## src/oaie_pkg.sv

```systemverilog
`default_nettype none
package oaie_pkg;

  // Storage geometry
  localparam int DEPTH     = 64;
  localparam int WORD_BITS = 32;
  localparam int ADDR_W    = $clog2(DEPTH);
  localparam int CNT_W     = $clog2(DEPTH + 1);

  // Fixed field widths of the channels
  localparam int OP_W   = 4;
  localparam int IDX_W  = 7;
  localparam int DATA_W = 32;
  localparam int SIZE_W = 7;
  localparam int ST_W   = 2;

  // Width for comparing counts against index and size fields
  localparam int CMP_W = (CNT_W > IDX_W) ? CNT_W : IDX_W;

  typedef logic [OP_W-1:0]          op_t;
  typedef logic [ST_W-1:0]          status_t;
  typedef logic [CNT_W-1:0]         cnt_t;
  typedef logic [ADDR_W-1:0]        addr_t;
  typedef logic signed [WORD_BITS-1:0] word_t;

  // Opcodes
  localparam op_t OP_READ   = 4'd0;
  localparam op_t OP_WRITE  = 4'd1;
  localparam op_t OP_INSERT = 4'd2;
  localparam op_t OP_ERASE  = 4'd3;
  localparam op_t OP_PUSH   = 4'd4;
  localparam op_t OP_POP    = 4'd5;
  localparam op_t OP_CLEAR  = 4'd6;
  localparam op_t OP_RESIZE = 4'd7;
  localparam op_t OP_ASSIGN = 4'd8;

  // Status codes
  localparam status_t ST_OK    = 2'd0;
  localparam status_t ST_RANGE = 2'd1;
  localparam status_t ST_FULL  = 2'd2;
  localparam status_t ST_EMPTY = 2'd3;

  // Pointer load sources
  localparam logic [1:0] PTR_NONE  = 2'd0;
  localparam logic [1:0] PTR_COUNT = 2'd1;
  localparam logic [1:0] PTR_IDX   = 2'd2;
  localparam logic [1:0] PTR_ZERO  = 2'd3;

  // Read address sources
  localparam logic [1:0] RA_IDX    = 2'd0;
  localparam logic [1:0] RA_PTR_M1 = 2'd1;
  localparam logic [1:0] RA_PTR_P1 = 2'd2;

  // Write address sources
  localparam logic [1:0] WA_IDX   = 2'd0;
  localparam logic [1:0] WA_PTR   = 2'd1;
  localparam logic [1:0] WA_COUNT = 2'd2;

  // Count updates
  localparam logic [2:0] CNT_HOLD = 3'd0;
  localparam logic [2:0] CNT_INC  = 3'd1;
  localparam logic [2:0] CNT_DEC  = 3'd2;
  localparam logic [2:0] CNT_CLR  = 3'd3;
  localparam logic [2:0] CNT_NSZ  = 3'd4;

  typedef struct packed {
    logic       load;
    logic [1:0] ptr_sel;
    logic       ptr_inc;
    logic       ptr_dec;
    logic       rd_en;
    logic [1:0] rd_sel;
    logic       wr_en;
    logic [1:0] wr_sel;
    logic       wr_rdata;
    logic [2:0] cnt_op;
    logic       out_ld;
    logic       out_rd;
  } cmd_t;

  typedef struct packed {
    op_t     op;
    status_t err;
    logic    ptr_gt_idx;
    logic    ptr_p1_lt_cnt;
    logic    ptr_lt_nsz;
  } stat_t;

endpackage
`default_nettype wire

```

## src/oaie_if.sv

```systemverilog
`default_nettype none
interface oaie_in_if;
  logic                               valid;
  logic                               ready;
  logic [oaie_pkg::OP_W-1:0]          opcode;
  logic [oaie_pkg::IDX_W-1:0]         index;
  logic signed [oaie_pkg::DATA_W-1:0] value;
  logic [oaie_pkg::SIZE_W-1:0]        new_size;

  modport source(output valid, output opcode, output index, output value,
                 output new_size, input ready);
  modport sink(input valid, input opcode, input index, input value,
               input new_size, output ready);
endinterface

interface oaie_out_if;
  logic                               valid;
  logic                               ready;
  logic signed [oaie_pkg::DATA_W-1:0] read_data;
  logic [oaie_pkg::SIZE_W-1:0]        size_now;
  logic [oaie_pkg::ST_W-1:0]          status;

  modport source(output valid, output read_data, output size_now, output status,
                 input ready);
  modport sink(input valid, input read_data, input size_now, input status,
               output ready);
endinterface
`default_nettype wire

```

## src/oaie_ctrl.sv

```systemverilog
`default_nettype none
module oaie_ctrl (
  input  wire logic            clk,
  input  wire logic            rst,
  input  wire logic            in_valid,
  output logic                 in_ready,
  output logic                 out_valid,
  input  wire logic            out_ready,
  input  wire oaie_pkg::stat_t stat,
  output oaie_pkg::cmd_t       cmd
);

  localparam logic [2:0] S_IDLE   = 3'd0;
  localparam logic [2:0] S_CHECK  = 3'd1;
  localparam logic [2:0] S_SH_RD  = 3'd2;
  localparam logic [2:0] S_SH_WR  = 3'd3;
  localparam logic [2:0] S_FILL   = 3'd4;
  localparam logic [2:0] S_FINISH = 3'd5;

  logic [2:0] state;
  logic [2:0] state_next;
  logic       out_free;
  logic       ok;

  assign out_free = !out_valid || out_ready;
  assign ok       = (stat.err == oaie_pkg::ST_OK);
  assign in_ready = (state == S_IDLE);

  always_comb begin
    state_next = state;
    cmd        = '0;
    unique case (state)
      S_IDLE: begin
        if (in_valid) begin
          cmd.load   = 1'b1;
          state_next = S_CHECK;
        end
      end
      S_CHECK: begin
        state_next = S_FINISH;
        if (ok) begin
          unique case (stat.op)
            oaie_pkg::OP_READ: begin
              cmd.rd_en  = 1'b1;
              cmd.rd_sel = oaie_pkg::RA_IDX;
            end
            oaie_pkg::OP_INSERT: begin
              cmd.ptr_sel = oaie_pkg::PTR_COUNT;
              state_next  = S_SH_RD;
            end
            oaie_pkg::OP_ERASE: begin
              cmd.ptr_sel = oaie_pkg::PTR_IDX;
              state_next  = S_SH_RD;
            end
            oaie_pkg::OP_RESIZE: begin
              cmd.ptr_sel = oaie_pkg::PTR_COUNT;
              state_next  = S_FILL;
            end
            oaie_pkg::OP_ASSIGN: begin
              cmd.ptr_sel = oaie_pkg::PTR_ZERO;
              state_next  = S_FILL;
            end
            default: state_next = S_FINISH;
          endcase
        end
      end
      S_SH_RD: begin
        // Fetch the neighbor that moves into the slot under the pointer
        if (stat.op == oaie_pkg::OP_INSERT) begin
          if (stat.ptr_gt_idx) begin
            cmd.rd_en  = 1'b1;
            cmd.rd_sel = oaie_pkg::RA_PTR_M1;
            state_next = S_SH_WR;
          end else begin
            state_next = S_FINISH;
          end
        end else begin
          if (stat.ptr_p1_lt_cnt) begin
            cmd.rd_en  = 1'b1;
            cmd.rd_sel = oaie_pkg::RA_PTR_P1;
            state_next = S_SH_WR;
          end else begin
            state_next = S_FINISH;
          end
        end
      end
      S_SH_WR: begin
        cmd.wr_en    = 1'b1;
        cmd.wr_sel   = oaie_pkg::WA_PTR;
        cmd.wr_rdata = 1'b1;
        if (stat.op == oaie_pkg::OP_INSERT) begin
          cmd.ptr_dec = 1'b1;
        end else begin
          cmd.ptr_inc = 1'b1;
        end
        state_next = S_SH_RD;
      end
      S_FILL: begin
        if (stat.ptr_lt_nsz) begin
          cmd.wr_en   = 1'b1;
          cmd.wr_sel  = oaie_pkg::WA_PTR;
          cmd.ptr_inc = 1'b1;
        end else begin
          state_next = S_FINISH;
        end
      end
      S_FINISH: begin
        // Hold until the output register is free, then commit
        if (out_free) begin
          cmd.out_ld = 1'b1;
          state_next = S_IDLE;
          if (ok) begin
            unique case (stat.op)
              oaie_pkg::OP_READ:  cmd.out_rd = 1'b1;
              oaie_pkg::OP_WRITE: begin
                cmd.wr_en  = 1'b1;
                cmd.wr_sel = oaie_pkg::WA_IDX;
              end
              oaie_pkg::OP_INSERT: begin
                cmd.wr_en  = 1'b1;
                cmd.wr_sel = oaie_pkg::WA_IDX;
                cmd.cnt_op = oaie_pkg::CNT_INC;
              end
              oaie_pkg::OP_ERASE: cmd.cnt_op = oaie_pkg::CNT_DEC;
              oaie_pkg::OP_PUSH: begin
                cmd.wr_en  = 1'b1;
                cmd.wr_sel = oaie_pkg::WA_COUNT;
                cmd.cnt_op = oaie_pkg::CNT_INC;
              end
              oaie_pkg::OP_POP:    cmd.cnt_op = oaie_pkg::CNT_DEC;
              oaie_pkg::OP_CLEAR:  cmd.cnt_op = oaie_pkg::CNT_CLR;
              oaie_pkg::OP_RESIZE: cmd.cnt_op = oaie_pkg::CNT_NSZ;
              oaie_pkg::OP_ASSIGN: cmd.cnt_op = oaie_pkg::CNT_NSZ;
              default:             cmd.cnt_op = oaie_pkg::CNT_HOLD;
            endcase
          end
        end
      end
      default: state_next = S_IDLE;
    endcase
  end

  always_ff @(posedge clk) begin
    if (rst) begin
      state     <= S_IDLE;
      out_valid <= 1'b0;
    end else begin
      state <= state_next;
      if (cmd.out_ld) begin
        out_valid <= 1'b1;
      end else if (out_ready) begin
        out_valid <= 1'b0;
      end
    end
  end

endmodule
`default_nettype wire

```

## src/oaie_dp.sv

```systemverilog
`default_nettype none
module oaie_dp (
  input  wire logic                               clk,
  input  wire logic                               rst,
  input  wire oaie_pkg::cmd_t                     cmd,
  output oaie_pkg::stat_t                         stat,
  input  wire logic [oaie_pkg::OP_W-1:0]          opcode,
  input  wire logic [oaie_pkg::IDX_W-1:0]         index,
  input  wire logic signed [oaie_pkg::DATA_W-1:0] value,
  input  wire logic [oaie_pkg::SIZE_W-1:0]        new_size,
  output logic signed [oaie_pkg::DATA_W-1:0]      read_data,
  output logic [oaie_pkg::SIZE_W-1:0]             size_now,
  output logic [oaie_pkg::ST_W-1:0]               status
);

  localparam int CMP_W = oaie_pkg::CMP_W;
  localparam int ADDR_W = oaie_pkg::ADDR_W;

  // Latched item
  oaie_pkg::op_t               op;
  logic [oaie_pkg::IDX_W-1:0]  idx;
  oaie_pkg::word_t             word;
  logic [oaie_pkg::SIZE_W-1:0] nsz;

  oaie_pkg::cnt_t count;
  oaie_pkg::cnt_t count_next;
  oaie_pkg::cnt_t ptr;

  oaie_pkg::word_t mem [oaie_pkg::DEPTH];
  oaie_pkg::word_t rdata;
  oaie_pkg::addr_t rd_addr;
  oaie_pkg::addr_t wr_addr;
  oaie_pkg::word_t wr_data;

  logic [CMP_W-1:0] idx_c;
  logic [CMP_W-1:0] cnt_c;
  logic [CMP_W-1:0] nsz_c;
  logic [CMP_W-1:0] ptr_c;
  logic [CMP_W-1:0] depth_c;
  oaie_pkg::status_t err;

  assign idx_c   = CMP_W'(idx);
  assign cnt_c   = CMP_W'(count);
  assign nsz_c   = CMP_W'(nsz);
  assign ptr_c   = CMP_W'(ptr);
  assign depth_c = CMP_W'(oaie_pkg::DEPTH);

  always_comb begin
    err = oaie_pkg::ST_OK;
    unique case (op)
      oaie_pkg::OP_READ, oaie_pkg::OP_WRITE, oaie_pkg::OP_ERASE: begin
        if (idx_c >= cnt_c) err = oaie_pkg::ST_RANGE;
      end
      oaie_pkg::OP_INSERT: begin
        if (idx_c > cnt_c) begin
          err = oaie_pkg::ST_RANGE;
        end else if (cnt_c == depth_c) begin
          err = oaie_pkg::ST_FULL;
        end
      end
      oaie_pkg::OP_PUSH: begin
        if (cnt_c == depth_c) err = oaie_pkg::ST_FULL;
      end
      oaie_pkg::OP_POP: begin
        if (count == '0) err = oaie_pkg::ST_EMPTY;
      end
      oaie_pkg::OP_RESIZE, oaie_pkg::OP_ASSIGN: begin
        if (nsz_c > depth_c) err = oaie_pkg::ST_FULL;
      end
      default: err = oaie_pkg::ST_OK;
    endcase
  end

  assign stat.op            = op;
  assign stat.err           = err;
  assign stat.ptr_gt_idx    = (ptr_c > idx_c);
  assign stat.ptr_p1_lt_cnt = ((ptr_c + CMP_W'(1)) < cnt_c);
  assign stat.ptr_lt_nsz    = (ptr_c < nsz_c);

  always_comb begin
    unique case (cmd.cnt_op)
      oaie_pkg::CNT_INC: count_next = count + oaie_pkg::cnt_t'(1);
      oaie_pkg::CNT_DEC: count_next = count - oaie_pkg::cnt_t'(1);
      oaie_pkg::CNT_CLR: count_next = '0;
      oaie_pkg::CNT_NSZ: count_next = oaie_pkg::cnt_t'(nsz);
      default:           count_next = count;
    endcase
  end

  // Address and data selection for the storage array
  always_comb begin
    unique case (cmd.rd_sel)
      oaie_pkg::RA_PTR_M1: rd_addr = ADDR_W'(ptr - oaie_pkg::cnt_t'(1));
      oaie_pkg::RA_PTR_P1: rd_addr = ADDR_W'(ptr + oaie_pkg::cnt_t'(1));
      default:             rd_addr = idx[ADDR_W-1:0];
    endcase
    unique case (cmd.wr_sel)
      oaie_pkg::WA_PTR:   wr_addr = ptr[ADDR_W-1:0];
      oaie_pkg::WA_COUNT: wr_addr = count[ADDR_W-1:0];
      default:            wr_addr = idx[ADDR_W-1:0];
    endcase
    wr_data = cmd.wr_rdata ? rdata : word;
  end

  always_ff @(posedge clk) begin
    if (cmd.wr_en) begin
      mem[wr_addr] <= wr_data;
    end
    if (cmd.rd_en) begin
      rdata <= mem[rd_addr];
    end
  end

  always_ff @(posedge clk) begin
    if (cmd.load) begin
      op   <= opcode;
      idx  <= index;
      word <= oaie_pkg::WORD_BITS'(value);
      nsz  <= new_size;
    end
    unique case (cmd.ptr_sel)
      oaie_pkg::PTR_COUNT: ptr <= count;
      oaie_pkg::PTR_IDX:   ptr <= oaie_pkg::cnt_t'(idx);
      oaie_pkg::PTR_ZERO:  ptr <= '0;
      default: begin
        if (cmd.ptr_inc) begin
          ptr <= ptr + oaie_pkg::cnt_t'(1);
        end else if (cmd.ptr_dec) begin
          ptr <= ptr - oaie_pkg::cnt_t'(1);
        end
      end
    endcase
    if (cmd.out_ld) begin
      read_data <= cmd.out_rd ? oaie_pkg::DATA_W'(rdata) : '0;
      size_now  <= oaie_pkg::SIZE_W'(count_next);
      status    <= err;
    end
  end

  always_ff @(posedge clk) begin
    if (rst) begin
      count <= '0;
    end else begin
      count <= count_next;
    end
  end

endmodule
`default_nettype wire

```

## src/ordered_array_insert_erase_core.sv

```systemverilog
// Bounded vector of signed words with positional insert and erase.
//
// Channels: in_ch carries one command per beat (opcode, index, value,
// new_size); out_ch returns one result beat per command (read_data,
// size_now, status). Both use valid/ready; a beat moves when both are high.
//
// Sequencing: one command is worked on at a time. in_ch.ready is high only
// while the controller is idle. Read, write, push, pop, clear and failed
// commands go straight from the check to the commit, where the result is
// registered; insert and erase first shift words one at a time (each word
// is read from storage in one state and written back in the next), and
// resize and assign first fill words one at a time, none for a shrinking
// resize. The next command can be accepted in the cycle after the commit.
//
// Reset clears the count to zero; the stored words are left as they are and
// never read before being written. A result waits in the output register
// while out_ch.ready is low; the next command may already be accepted and
// worked on, and it holds before committing until the register is free.
`default_nettype none
module ordered_array_insert_erase_core (
  input  wire logic   clk,
  input  wire logic   rst,
  oaie_in_if.sink     in_ch,
  oaie_out_if.source  out_ch
);

  oaie_pkg::cmd_t  cmd;
  oaie_pkg::stat_t stat;

  // Sequence each command: accept, check, shift or fill, commit
  oaie_ctrl u_ctrl (
    .clk       (clk),
    .rst       (rst),
    .in_valid  (in_ch.valid),
    .in_ready  (in_ch.ready),
    .out_valid (out_ch.valid),
    .out_ready (out_ch.ready),
    .stat      (stat),
    .cmd       (cmd)
  );

  // Hold the storage array, the count and the result register
  oaie_dp u_dp (
    .clk       (clk),
    .rst       (rst),
    .cmd       (cmd),
    .stat      (stat),
    .opcode    (in_ch.opcode),
    .index     (in_ch.index),
    .value     (in_ch.value),
    .new_size  (in_ch.new_size),
    .read_data (out_ch.read_data),
    .size_now  (out_ch.size_now),
    .status    (out_ch.status)
  );

endmodule
`default_nettype wire
```

## src/flat_wrapper.sv

```systemverilog
// flat-port wrapper written by rule: the top's interface ports become plain ports
module ordered_array_insert_erase_core_flat 
  (clk, rst, in_ch_valid, in_ch_opcode, in_ch_index, in_ch_value, in_ch_new_size, in_ch_ready, out_ch_valid, out_ch_read_data, out_ch_size_now, out_ch_status, out_ch_ready);
  oaie_in_if in_ch_i ();
  oaie_out_if out_ch_i ();
  input  wire logic clk;
  input  wire logic rst;
  input wire logic [$bits(in_ch_i.valid)-1:0] in_ch_valid;
  input wire logic [$bits(in_ch_i.opcode)-1:0] in_ch_opcode;
  input wire logic [$bits(in_ch_i.index)-1:0] in_ch_index;
  input wire logic [$bits(in_ch_i.value)-1:0] in_ch_value;
  input wire logic [$bits(in_ch_i.new_size)-1:0] in_ch_new_size;
  output wire logic [$bits(in_ch_i.ready)-1:0] in_ch_ready;
  output wire logic [$bits(out_ch_i.valid)-1:0] out_ch_valid;
  output wire logic [$bits(out_ch_i.read_data)-1:0] out_ch_read_data;
  output wire logic [$bits(out_ch_i.size_now)-1:0] out_ch_size_now;
  output wire logic [$bits(out_ch_i.status)-1:0] out_ch_status;
  input wire logic [$bits(out_ch_i.ready)-1:0] out_ch_ready;
  assign in_ch_i.valid = in_ch_valid;
  assign in_ch_i.opcode = in_ch_opcode;
  assign in_ch_i.index = in_ch_index;
  assign in_ch_i.value = in_ch_value;
  assign in_ch_i.new_size = in_ch_new_size;
  assign in_ch_ready = in_ch_i.ready;
  assign out_ch_valid = out_ch_i.valid;
  assign out_ch_read_data = out_ch_i.read_data;
  assign out_ch_size_now = out_ch_i.size_now;
  assign out_ch_status = out_ch_i.status;
  assign out_ch_i.ready = out_ch_ready;
  ordered_array_insert_erase_core u_core (.clk(clk), .rst(rst), .in_ch(in_ch_i), .out_ch(out_ch_i));
endmodule
```

## config.mk

```make
export PLATFORM = sky130hd
export DESIGN_NAME = ordered_array_insert_erase_core_flat
export DESIGN_NICKNAME = d
export VERILOG_FILES = /design/src/oaie_pkg.sv /design/src/oaie_if.sv /design/src/oaie_ctrl.sv /design/src/oaie_dp.sv /design/src/ordered_array_insert_erase_core.sv /design/src/flat_wrapper.sv
export SDC_FILE = /design/constraint.sdc
export NUM_CORES = 2
export LEC_CHECK = 0
export BUFFER_PORTS_ARGS = -buffer_cell sky130_fd_sc_hd__buf_2
export CORE_UTILIZATION = 65
export CTS_BUF_LIST = sky130_fd_sc_hd__clkbuf_2 sky130_fd_sc_hd__clkbuf_4 sky130_fd_sc_hd__clkbuf_8
export CTS_CLUSTER_SIZE = 8
export DETAILED_ROUTE_END_ITERATION = 10
export HOLD_SLACK_MARGIN = 0.02
export PLACE_DENSITY_LB_ADDON = 0.2
export SLEW_MARGIN = 5
export SYNTH_ARGS = -nofsm -noshare
export SYNTH_HDL_FRONTEND = slang
export SYNTH_SLANG_ARGS = --single-unit
export TNS_END_PERCENT = 50
```

## constraint.sdc

```tcl
create_clock -name clk -period 12.8 [get_ports clk]
set_input_delay 1.92 -clock clk [delete_from_list [all_inputs] [get_ports clk]]
set_output_delay 1.92 -clock clk [all_outputs]
set_load 0.01 [all_outputs]
```

# After elaboration in Yosys (flattened, before gate mapping)
# Memories as Yosys holds them, arrays and structs flattened. A register that Yosys moved wholly into a read port is not among the register bits.
# Index checks and enable logic that the tools add are counted.
# op_classes
add_sub_neg	4
order_cmp	6
n_eq_ne	28
n_mux	54
n_reduce_logical	16
# ops
cell	count
$mux 3	16
$mux 32	1
$pmux 7 s4	1
$pmux 6 s2	2
$pmux 7 s3	1
$pmux 3 s2	3
$pmux 3 s6	1
$eq 4x3->1 const B	4
$add 7x1->7 const B	2
$gt 7x7->1	2
$lt 7x7->1	2
$mux 1	14
$mux 7	2
$sub 7x1->7 const B	2
$eq 3x2->1 const B	4
$mux 2	6
$pmux 3 s4	1
$reduce_or 2->1	6
$mux 5	2
$pmux 2 s5	1
$eq 3x3->1 const B	3
$pmux 3 s3	1
$eq 2x2->1 const B	4
$eq 4x2->1 const B	2
other kinds (20)	25
# totals
register_bits	109
ramBits	2048
in_bits	54
output_inout_bits	43
wordCells	120
memories	1
# memory_table
memory	depth	word_bits	rd	rd_clocked_by_memory_dff	wr	line	rtl
u_core.u_dp.mem	64	32	1	1	1	oaie_dp.sv:29	oaie_pkg::word_t mem [oaie_pkg::DEPTH];

# Depth between registers and ports, before layout
# logic_depth
ltp_word	10
ltp_mapped	26
mapped_depth_nobuf	19

# By module
# From an unflattened synthesis, not the netlist that was laid out.
# hier_totals
cells_unflattened	5417
area_unflattened_um2	86664.4
# by_module_without_submodules
module	n_inst	cells_per_inst	area_each_um2
oaie_dp	1	5333	86107.6
oaie_ctrl	1	84	556.8

# Worst setup path after synthesis
# OpenSTA, ideal clock, no wires.
# synth_path
path_kind	in2reg
startpoint	in out_ch_ready
endpoint	mem u_core.u_dp.mem[13][0] (netlist name), enable pin
setup_ns	0.461
arrival_time_ns	7.347
setup_slack_ns	4.992
cell_stages	11
cell_sequence	nand2b_1 > and3_1 > nand2_1 > or3_1 > ha_1 > clkbuf_1 > clkbuf_1 > nand2_1 > o21ai_0 > nand3_1 > nor3_1
# synth_between
elab_chain_cells	5
# synth_rtl
element	line	rtl
start: declaration	flat_wrapper.sv:18	input wire logic [$bits(out_ch_i.ready)-1:0] out_ch_ready;
$logic_or 1x1->1 (*)	oaie_ctrl.sv:25	assign out_free = !out_valid || out_ready;
$mux 3 (*)	oaie_ctrl.sv:109	if (out_free) begin
$pmux 3 s3 (*)	oaie_ctrl.sv:32	unique case (state)
$eq 2x2->1, or another cell as far along	oaie_dp.sv:97	unique case (cmd.wr_sel)
$pmux 6 s2 / $mux 1 (equally long branches)	oaie_dp.sv:97, oaie_dp.sv:107	
end: declaration	oaie_dp.sv:29	
# Every way passes the cells marked *; elsewhere a longest branch is shown, timed or not.

# Worst setup path in the final report
# layout_path
startpoint	reg u_core.u_dp.ptr[0]
endpoint	reg u_core.u_dp.rdata[12] (read register of u_core.u_dp.mem) (data pin)
# layout_between
elab_chain_cells	7
# layout_rtl
element	line	rtl
start: declaration	oaie_dp.sv:27	oaie_pkg::cnt_t ptr;
start signal: assignment	oaie_dp.sv:122	oaie_pkg::PTR_COUNT: ptr <= count;
start signal: assignment	oaie_dp.sv:123	oaie_pkg::PTR_IDX: ptr <= oaie_pkg::cnt_t'(idx);
start signal: assignment	oaie_dp.sv:127	ptr <= ptr + oaie_pkg::cnt_t'(1);
$add 7x1->7	oaie_dp.sv:77	assign stat.ptr_p1_lt_cnt = ((ptr_c + CMP_W'(1)) < cnt_c);
$lt 7x7->1	oaie_dp.sv:77	
$mux 3	oaie_ctrl.sv:78	if (stat.ptr_p1_lt_cnt) begin
$mux 3	oaie_ctrl.sv:69	if (stat.op == oaie_pkg::OP_INSERT) begin
$pmux 3 s2	oaie_ctrl.sv:32	
$eq 2x2->1 / $eq 2x1->1 (equally long branches)	oaie_dp.sv:92	unique case (cmd.rd_sel)
$pmux 6 s2	oaie_dp.sv:92	
end: declaration	oaie_dp.sv:30	oaie_pkg::word_t rdata;
# Several ways; a longest one is shown, not always the timed one.
# A chain may end at the register's enable or synchronous reset.

==> impl_metrics.csv <==
group,metric,value,unit
status,outcome,"finished, final reports clean",
drt,drt_wl_total,234000,um
clocking,cts_resized,0,
pwr,ir_drop,0.000123,V
worst_hold_path,hold_path_end,"u_core.u_dp.read_data[2]",
clocking,cts_buffer_depth,4,
global_route,track_usage,35.2,%
logic_synthesis,yosysSeqAreaShare,76.3,%
logic_synthesis,synth_flop_cell,"edfxtp_1",
drt,drc_errors,0,
worst_hold_path,holdCritPathClass,"flip-flop to flip-flop",
logic_synthesis,syn_nets,4665,
worst_hold_path,hold_depth,1,
sta,hold_viol,0,
drt,drt_pass1_iterations,7,
critical_path,slowest_delay,850,ps
sta,fin_crit_sh,60.5,%
logic_synthesis,netlist-cell-type-count,75,
logic_synthesis,ys_ff_latch,2189,
finish,most-common-layout-cells,"edfxtp_1 (2,178), nand2_1 (626), mux4_2 (428), clkbuf_8 (362), nand3_1 (297)",
finish,layout-drive-gt1-share,25.5,%
worst_hold_path,min_from,"u_core.u_dp.rdata[2]",
place,dp.final_hpwl,129000,um
critical_path,critPathBufInv,3,
pwr,cellPowerDensity,160,nW/um^2
critical_path,critPathLaunchType,"flip-flop",
clocking,cts.clk_slew.worst_paths,60,ps
sta,fmax,129,MHz
logic_synthesis,async_flop_share,0,%
critical_path,worstPathRequired,13570,ps
critical_path,cp_max_fo,92,
critical_path,critPathTopFamily,"compound AO/OA/AOI/OAI gates",
critical_path,rr_worst_depth,20,
drt,ant_nets,0,
sta,relSlewSlack,8.59,%
sta,drv_slew,0,
job,max_cap_viol_count,0,
clocking,cts_sinks,2189,
clocking,cts_root_buf,"clkbuf_8",
critical_path,worstSetupPathType,"flip-flop to flip-flop",
drt,num_vias,47735,
finish,syn_to_final_growth,10.7,%
place,port_buffers,96,
global_route,antenna_found_initial,23,
clocking,numCtsBuffers,352,
logic_synthesis,synthCells,4573,
global_route,overflow,0,
global_route,grt_pass1_wl,330000,um
critical_path,crit_top_cell,"ha_1",
drt,detail_route.wl_per_cell,34.1,um
logic_synthesis,syn_area,86100,um^2
logic_synthesis,synth_area_per_cell,18.8,um^2
clocking,post_cts_buffers,0,
place,dpl_cell_area,89100,um^2
clocking,cts_tree,"built",
critical_path,reg2reg_slack,5050,ps
critical_path,endpoint_kind,"flip-flop",
sta,period_needed,7750,ps
clocking,cts_hold_buf,0,
floorplanning,die_h,366,um
logic_synthesis,synth-warning-count,0,
place,dpl_worst_slack,5100,ps
sta,final-setup-viol-count,0,
logic_synthesis,synth_edf_count,2178,
critical_path,cp_slowest_cell,"o31a_2",
critical_path,critPathArrivalTime,8520,ps
finish,final_cell_area,95200,um^2
sta,tns,0,ps
floorplanning,io_pins,97,
floorplanning,core,131000,um^2
floorplanning,core.rowCount,133,
floorplanning,die_w,366,um
clocking,htree_num_levels,5,
global_route,grt_pass1_vias,46478,
sta,clock_skew,43.0,ps
place,gp_congestion,0.893,
global_route,grt_max_degree,139,
pwr,p_leak,31.0,nW
sta,timing.final.ws_setup,5050,ps
drt,post_drt_via_cell_ratio,6.96,
finish,fin_nets,5006,
critical_path,timing.rr.end,"u_core.u_dp.rdata[12]",
critical_path,path_cells,"inv_1 -> ha_1 -> ha_1 -> a21boi_0 -> o21a_1 -> o21a_1 -> o21ai_0 -> a21oi_1 -> nor4_1 -> inv_1 -> ha_1 -> nand2_1 -> o31a_2 -> buf_12 -> mux4_2 -> mux2i_1 -> nor3_1 -> nor3_1 -> a41oi_1 -> o221a_1",
sta,rsz0062_at_grt,"no",
critical_path,r2r_start,"u_core.u_dp.ptr[0]",
drt,drt-initial-drc-count,7920,
clocking,clk_latency,1030,ps
sta,tightestPinTransition,1360,ps
floorplanning,initial_core_util,65.5,%
floorplanning,dieArea,134000,um^2
finish,final_common_cell,"edfxtp_1",
## kinds of logic after synthesis
kind of cell	count (synthesis)	share of synthesized area, %
buf+inv	286	1.67
xor+xnor	19	0.193
flops	2189	76.3
fa+ha+maj	38	0.561
simple gates	1219	6.50
mux	521	12.3
compound gates	301	2.49
## worst reg2reg max path: stages, from the launching register on
cell      delay [ps]
edfxtp_1         700
inv_1            140
ha_1             400
ha_1             290
a21boi_0         120
o21a_1           200
o21a_1           150
o21ai_0          180
a21oi_1          120
nor4_1           480
inv_1            100
ha_1             530
nand2_1          230
o31a_2           850
buf_12           630
mux4_2           770
mux2i_1          230
nor3_1            70
nor3_1           780
a41oi_1          240
o221a_1          320
## final cells by class
class	count	area, um^2
fillers	7656	36200
diodes	5	12.5
well taps	1755	2200
flip-flops and latches	2189	65600
inverters	31	116
clock inverters	62	298
clock buffers	479	5860
repair buffers	242	1680
multi-input cells	2098	19400
## synthesized netlist by cell type (all sizes together) (23+ instances only)
cell type     n  area (um^2)
edfxtp     2178        65400
nand2       629         2370
mux4        428         9640
nand3       297         1490
buf         183         1050
nor3         82          442
clkbuf       72          270
a21oi        68          344
mux2i        57          571
nor2         55          258
a22oi        52          390
ha           37          463
mux2         36          405
and2         35          219
o21ai        34          178
inv          31          116
a31oi        29          181
a32o         26          260
nand4        23          144
nor2b        23          144
## metal layers
layer	wire, um	track usage (%)	part of all wire [%]
met1	81200	48.8	35
met5	93	0	0.040
met2	110000	53.6	47
met3	30600	8.13	13
met4	12500	17.6	5.4
## how the worst max path moves through the flow
stage	startpoint	end	slack [ps]	depth (start not counted)
floorplan	out_ch_ready	u_core.u_dp.mem[13][0]	4990	11
global placement	u_core.u_dp.ptr[0]	u_core.u_dp.rdata[12]	5160	20
detailed placement	u_core.u_dp.ptr[0]	u_core.u_dp.rdata[12]	5100	20
CTS	u_core.u_dp.ptr[0]	u_core.u_dp.rdata[12]	5120	20
global route	u_core.u_dp.ptr[0]	u_core.u_dp.rdata[12]	4490	20
finish	u_core.u_dp.ptr[0]	u_core.u_dp.rdata[12]	5050	20
## per-stage QoR
| step | utilization, % | power, mW | cells | hold WS [ps] |
|---|---|---|---|---|
| final | 72.4 | 15.2 | 6861 | 565 |
| after global routing | 72.4 | 15.6 | 6857 | 606 |
| after CTS | 72.4 | 15.3 | 6856 | 554 |
| after detailed placement | 67.7 | 9.87 | 6315 | 542 |
| after global placement | 67.7 | 9.84 | 6315 | 544 |
| after floorplan | - | 9.29 | 4573 | 520 |
## flip-flops by register name, summed over array words and instances (netlist names)
register                 flops
u_core.u_ctrl.out_valid      1
u_core.u_ctrl.state          3
u_core.u_dp.cnt_c            7
u_core.u_dp.idx              7
u_core.u_dp.mem           2048
u_core.u_dp.nsz              7
u_core.u_dp.op               4
u_core.u_dp.ptr              7
u_core.u_dp.rdata           32
u_core.u_dp.read_data       32
u_core.u_dp.size_now         7
u_core.u_dp.status           2
u_core.u_dp.word            32
## power by group
part	leakage (nW)	internal [mW]	switching, mW
Sequential	19.7	8.09	0.0469
Clock	3.26	2.93	2.56
Combinational	7.96	0.509	1.10
Power figures use the tool's default switching activity.
